**config.mk**
```make
export PLATFORM = sky130hd
export DESIGN_NAME = mhpq_cell
export DESIGN_NICKNAME = d
export VERILOG_FILES = /design/src/hdl/mhpq_pkg.sv /design/src/hdl/mhpq_cell.sv
export SDC_FILE = /design/constraint.sdc
export NUM_CORES = 1
export LEC_CHECK = 0
export BUFFER_PORTS_ARGS = -buffer_cell sky130_fd_sc_hd__buf_2
export CAP_MARGIN = 20
export CELL_PAD_IN_SITES_DETAIL_PLACEMENT = 1
export CELL_PAD_IN_SITES_GLOBAL_PLACEMENT = 1
export CORE_UTILIZATION = 31
export CTS_CLUSTER_DIAMETER = 40
export CTS_CLUSTER_SIZE = 30
export DETAILED_ROUTE_END_ITERATION = 8
export GPL_ROUTABILITY_DRIVEN = 0
export PLACE_DENSITY_LB_ADDON = 0.1
export SETUP_SLACK_MARGIN = 0.05
export SKIP_LAST_GASP = 1
export SYNTH_ARGS = -nofsm -noshare
export SYNTH_HDL_FRONTEND = slang
export SYNTH_SLANG_ARGS = --single-unit
export TNS_END_PERCENT = 20
```
**constraint.sdc**
```tcl
create_clock -name clk -period 3.3 [get_ports clk]
set_input_delay 0.495 -clock clk [delete_from_list [all_inputs] [get_ports clk]]
set_output_delay 0.495 -clock clk [all_outputs]
set_load 0.01 [all_outputs]
```
**src/hdl/mhpq_pkg.sv**
```systemverilog
// Package for the min-heap priority queue: sizes, codes, beat types and key helpers.
// Used by mhpq_cell and min_heap_priority_queue; depends on nothing else.
package mhpq_pkg;

    // Storage sizing.
    localparam int CAPACITY  = 64;
    localparam int KEY_BITS  = 32;
    localparam int CNT_BITS  = $clog2(CAPACITY + 1);

    // Fixed field widths of the channel beats.
    localparam int KEY_FIELD_BITS = 32;
    localparam int ENTRY_BITS     = 7;

    // Key width actually taken from the input field, and the shift that sign-extends it.
    localparam int KEY_EFF_BITS = (KEY_BITS < KEY_FIELD_BITS) ? KEY_BITS : KEY_FIELD_BITS;
    localparam int KEY_SHIFT    = KEY_FIELD_BITS - KEY_EFF_BITS;

    typedef logic signed [KEY_BITS-1:0]       key_t;
    typedef logic [CNT_BITS-1:0]              cnt_t;
    typedef logic signed [KEY_FIELD_BITS-1:0] key_field_t;

    // Command codes.
    localparam logic CMD_INSERT  = 1'b0;
    localparam logic CMD_EXTRACT = 1'b1;

    // Status codes.
    localparam logic [1:0] ST_OK    = 2'd0;
    localparam logic [1:0] ST_FULL  = 2'd1;
    localparam logic [1:0] ST_EMPTY = 2'd2;

    // Key returned by an extract on an empty queue: -1.0 in Q16.16.
    localparam key_field_t EMPTY_KEY = 32'shFFFF0000;

    // Capacity as a count value.
    localparam cnt_t CAP_CNT = cnt_t'(CAPACITY);

    typedef struct packed {
        logic       cmd;
        key_field_t key_in;
    } cmd_item_t;

    typedef struct packed {
        key_field_t              key_out;
        logic [1:0]              status;
        logic [ENTRY_BITS-1:0]   entry_count;
    } rsp_item_t;

    // Operation broadcast to every cell of the chain.
    typedef struct packed {
        logic ins;
        logic ext;
        key_t key;
    } cell_ctrl_t;

    // Sign-extend the low effective bits of an input key to the stored width.
    function automatic key_t widen_key(input key_field_t raw);
        key_field_t t;
        t = (raw <<< KEY_SHIFT) >>> KEY_SHIFT;
        return key_t'(t);
    endfunction

endpackage

```
**src/hdl/mhpq_cell.sv**
```systemverilog
// One cell of the sorted key chain: holds a single key and trades with its neighbors.
// Depends on mhpq_pkg for the key and control types.
module mhpq_cell
    import mhpq_pkg::*;
(
    input  logic       clk,
    input  cell_ctrl_t ctrl,
    input  logic       occupied,
    input  logic       left_gt,
    input  key_t       left_key,
    input  key_t       right_key,
    output logic       gt,
    output key_t       key
);

    key_t key_reg;
    key_t key_next;

    // An empty cell counts as greater than any key, so new keys land there.
    assign gt  = !occupied || (key_reg > ctrl.key);
    assign key = key_reg;

    // Insert shifts the greater tail right by one; extract shifts everything left.
    always_comb
    begin
        key_next = key_reg;
        if (ctrl.ins && gt)
        begin
            key_next = left_gt ? left_key : ctrl.key;
        end
        else if (ctrl.ext)
        begin
            key_next = right_key;
        end
    end

    always_ff @(posedge clk)
    begin
        key_reg <= key_next;
    end

endmodule

```
# --- After elaboration in Yosys (flattened, before gate mapping) ---
# Cells that the tools add are included.
word_totals:
  reg_bits: 32
  inputBits: 101
  output_inout_bits: 33
op_classes:
  order_cmp: 1
  muxes: 3
  n_reduce_logical: 4
op_table:
  columns: ["cell", "count"]
  rows:
  - ["32-bit 2-to-1 mux", 3]
  - ["32-bit greater-than comparator", 1]
  - ["2-bit nonzero test", 1]
  - ["1-bit logical AND", 1]
  - ["1-bit logical NOT", 1]
  - ["1-bit logical OR", 1]

# --- Depth between registers and ports, before layout ---
depth:
  ltp_word: 4
  mapped_depth: 10
  ltp_nobuf: 9

# --- Worst setup path before layout ---
# No wires, ideal clock.
synth_timing:
  path_kind: "input-to-reg"
  from: "input ctrl[31] (netlist name)"
  to: "register key_reg[0], in the netlist key[0], enable pin"
  setup_time_ns: 0.330
  arrival_time_ns: 2.950
  required_time_ns: 2.970
  slack_ns: 0.020
  path_stages: 10
  n_path_buf: 1
  path_cell_list: "inv_1 > ha_1 > nand4_1 > or4_4 > nand2b_4 > and3_4 > a2bb2oi_2 > o311ai_4 > buf_6 > or2_2"
synth_between:
  elab_chain_len: 4
synth_rtl:
  columns: ["item", "line_no", "source"]
  rows:
  - ["from (decl)", "mhpq_cell.sv:7", "input cell_ctrl_t ctrl,"]
  - ["32-bit greater-than comparator", "mhpq_cell.sv:20", "assign gt = !occupied || (key_reg > ctrl.key);"]
  - ["1-bit logical OR", "mhpq_cell.sv:20", null]
  - ["1-bit logical AND", "mhpq_cell.sv:27", "if (ctrl.ins && gt)"]
  - ["2-bit nonzero test (no line)", null, null]
  - ["to (signal assigned)", "mhpq_cell.sv:39", "key_reg <= key_next;"]
  - ["to (decl)", "mhpq_cell.sv:16", "key_t key_reg;"]
# Every way passes these cells.
# A chain may end at the register's enable or synchronous reset.

# --- Worst setup path in the final report ---
layout_timing:
  from: "register key_reg[31], in the netlist key[31]"
  to: "output gt"
layout_between:
  elab_chain_len: 2
layout_rtl:
  columns: ["item", "line_no", "source"]
  rows:
  - ["32-bit greater-than comparator", "mhpq_cell.sv:20", null]
  - ["1-bit logical OR", "mhpq_cell.sv:20", null]
  - ["to (decl)", "mhpq_cell.sv:12", "output logic gt,"]
# Every way passes these cells.

==> flow_metrics.py <==
metrics = {
    "finish": {
        "area_growth_syn_to_layout_pct": 32.3,
        "fin_nets": 532,
        "filler_cell_count": 1008,
        "final_design_area_no_fill_um2": 3540,
        "final_layout_size_suffix_gt1_share_pct": 46.0,
        "insertedDiodeCount": 0,
        "max_ffs_per_register": 32,
    },
    "clock_tree": {
        "cts_tree": "yes",
        "clk-insertion-delay-late_ps": 280,
        "cts_buffers": 5,
        "cts_setup_buffers": 0,
        "cts_root_buffer": "sky130_fd_sc_hd__clkbuf_8",
        "htree_levels": 2,
        "ctsLongestPathBuffers": 2,
        "post_cts_clock_slew_at_the_launch_and_capture_registers_of_the_worst_setup_and_hold_paths_ps": 70,
        "cts.sinks": 32,
        "cts.hold.buffers_added": 0,
        "post_cts_resized": 0,
    },
    "logic_synthesis": {
        "postSynth.topFlopCell": "sky130_fd_sc_hd__edfxtp_1",
        "syn_area_um2": 2680,
        "synth-adder-area-share_pct": 15.0,
        "yosysTopAreaCell": "sky130_fd_sc_hd__edfxtp_1",
        "fraction_of_post_synthesis_cell_area_in_the_top_cell_type_by_area_pct": 35.9,
        "mappedNetlistNets": 396,
        "yosys.area_share.xor_xnor_pct": 0,
        "synth-seq-area-share_pct": 35.9,
        "syn_avg_cell_area_um2": 10.2,
        "async_reset_ff_share_pct": 0,
        "synth-seq-cells": 32,
        "synthSimpleGateAreaFrac_pct": 10.9,
        "combinational_family_with_the_most_area_after_synthesis": "multiplexers",
        "yosys_warnings": 0,
        "post_synth_cell_types": 29,
        "ys_top_cells_by_area": "sky130_fd_sc_hd__edfxtp_1, sky130_fd_sc_hd__mux2_4, sky130_fd_sc_hd__ha_1",
        "number_of_flops_mapped_to_enable_cells_by_yosys": 32,
        "synth-compound-area-share_pct": 13.1,
        "synth_mux_area_share_pct": 18.0,
        "post_synth_inst_count": 263,
    },
    "floorplanning": {
        "dieHeight_um": 94.9,
        "floorplan_row_count": 33,
        "design.core.area_um2": 8300,
        "design.die.area_um2": 9010,
        "die_w_um": 94.9,
        "floorplan.io_pins": 134,
        "initial_utilization_pct": 32.2,
    },
    "detailed_routing": {
        "vias": 2385,
        "routed-wl-met2_um": 3630,
        "detail_route.vias_per_cell": 4.72,
        "finalWirelength_um": 7210,
        "route.met3.wl_um": 484,
        "drt_drc_violations_left": 0,
        "topRoutingLayerUsed": "met4",
        "first_pass_iters": 4,
        "wl_met1_um": 2990,
        "residual_antenna_violating_net_count_after_detailed_routing": 0,
        "detail_route.iter0.violations": 55,
        "drt-wirelength-per-cell_um": 14.3,
    },
    "sta": {
        "fin_hold_ws_ps": 509,
        "fin_tns_setup_ps": 0,
        "fin_skew_ps": 4.93,
        "setup_violations": 0,
        "timing.final.crit_share_pct": 93.3,
        "timing.final.crit_period_ps": 3080,
        "setup_slack_ps": 223,
        "timing_max_transition_violations_final": 0,
        "slew_at_the_pin_closest_to_its_max_slew_limit_ps": 684,
        "finalHoldViolCount": 0,
        "unrepaired_setup_endpoints_after_global_routing": "no",
        "relSlewSlack_pct": 54.4,
        "clock.fmax_ghz": 0.325,
    },
    "worst_setup_path": {
        "crit_chain": "ha_1, nand4_1, or4_4, nor3_1, nor3_1, o21a_1, a21bo_2, buf_2",
        "worst_r2r_path_depth": 9,
        "worst_ep_required_time_ps": 2800,
        "arrival_ps": 2580,
        "timing.critical_path.fanout_max": 3,
        "crit_path_top_delay_cell": "sky130_fd_sc_hd__or4_4",
        "critPathKind": "flip-flop to output pin",
        "worst_setup_path_end_kind": "output pin",
        "cpMostUsedCell": "sky130_fd_sc_hd__nor3_1",
        "setup.worst_path.start_class": "flip-flop",
        "max_stage_delay_ps": 580,
    },
    "placement": {
        "pre_cts_slack_ps": 151,
        "area_after_detailed_placement_um2": 3460,
        "portBuffers": 133,
        "dpl.hpwl_um": 5930,
    },
    "global_route": {
        "globalRouteTotalUtil_pct": 16.7,
        "grt_pass1_wl_um": 11300,
        "first_global_vias": 2477,
        "grt_overflow_total": 0,
        "grt_start_max_net_pins": 43,
        "grt_antenna_before_repair": 0,
    },
    "power": {
        "power.leakage_nw": 1.83,
        "power.total_mw": 1.61,
        "power.density_cell_area_nw_per_um2": 456,
        "max-vdd-ir-drop_mv": 0.147,
    },
    "min_path": {
        "min_delay_path_depth": 2,
        "min_path_type": "input pin to flip-flop",
    },
    "outcome": {
        "status": "finished, final reports clean",
    },
    "flow_run": {
        "maxCapViolations": 0,
    },
}
-- power by group --
group / internal (mW) / switching (mW)
clock network: 0.147 / 0.144
logic: 0.354 / 0.353
registers: 0.568 / 0.0484
total: 1.07 / 0.545
-- cells in the final DEF (no fill, tap or decap), types with 2 or more instances in the layout --
cell                       netlist  final
sky130_fd_sc_hd__nand4_1         8      8
sky130_fd_sc_hd__clkbuf_8        0      5
sky130_fd_sc_hd__a21oi_1        16     16
sky130_fd_sc_hd__nand3_1         3      3
sky130_fd_sc_hd__mux2_2          4      4
sky130_fd_sc_hd__clkbuf_1        6      2
sky130_fd_sc_hd__o211ai_1        2      2
sky130_fd_sc_hd__o21ai_0        35     35
sky130_fd_sc_hd__mux2_4         29     29
sky130_fd_sc_hd__buf_4           0      6
sky130_fd_sc_hd__nor3_1          3      3
sky130_fd_sc_hd__ha_1           32     32
sky130_fd_sc_hd__edfxtp_1       32     32
sky130_fd_sc_hd__buf_2           1    133
sky130_fd_sc_hd__inv_1          35     35
sky130_fd_sc_hd__nand2_1        40     40
-- through the flow --
stage | utilization, % | instances
finish | 42.7 | 505
global route | 42.7 | 505
CTS | 42.7 | 505
detailed placement | 41.7 | 497
global placement | 41.7 | 497
floorplan | - | 263
-- cells by family (layout without fill, tap and decap cells) --
logic type,Yosys count,in the layout
fa+ha+maj,32,32
flops,32,32
compound gates,60,60
mux,33,33
simple gates,61,61
buf+inv,45,182
-- worst max-delay path: cells and delay by family (launching register included) --
family          cells  cell delay (ps)
buf+inv             1              140
compound gates      2              380
flops               1              410
fa+ha+maj           1              330
simple gates        4             1050
-- final timing paths --
check                                    from      end  slack [ps]
worst max-delay path                  key[31]       gt         220
worst min register to register        key[31]   key[5]        1330
worst min-delay path            right_key[30]  key[30]         510
worst max register to register        key[31]   key[8]         380
-- area by class of cell --
class	count	area [um2]	share of cell area [%]
multi-input combinational	186	1530	43.1
sequential	32	961	27.1
timing repair buffer	139	711	20.1
inverter	35	131	3.71
tap	105	131	3.71
clock buffer	7	76.3	2.16
clock inverter	1	3.75	0.106
-- cell usage after synthesis, drive strengths merged, types with 2 or more instances --
cell type  number
a21oi          16
buf             4
clkbuf          6
edfxtp         32
ha             32
inv            35
mux2           33
nand2          40
nand3           3
nand4           8
nor3            3
o211ai          2
o21ai          36
-- per-layer routing --
metal / vias to the layer above / track usage, %
met5: - / 0
met4: 0 / 4.67
met3: 9 / 4.67
met2: 77 / 30.9
met1: 1088 / 18.5
li1: 1211 / -
No activity file was read; power rests on OpenSTA's default activity.
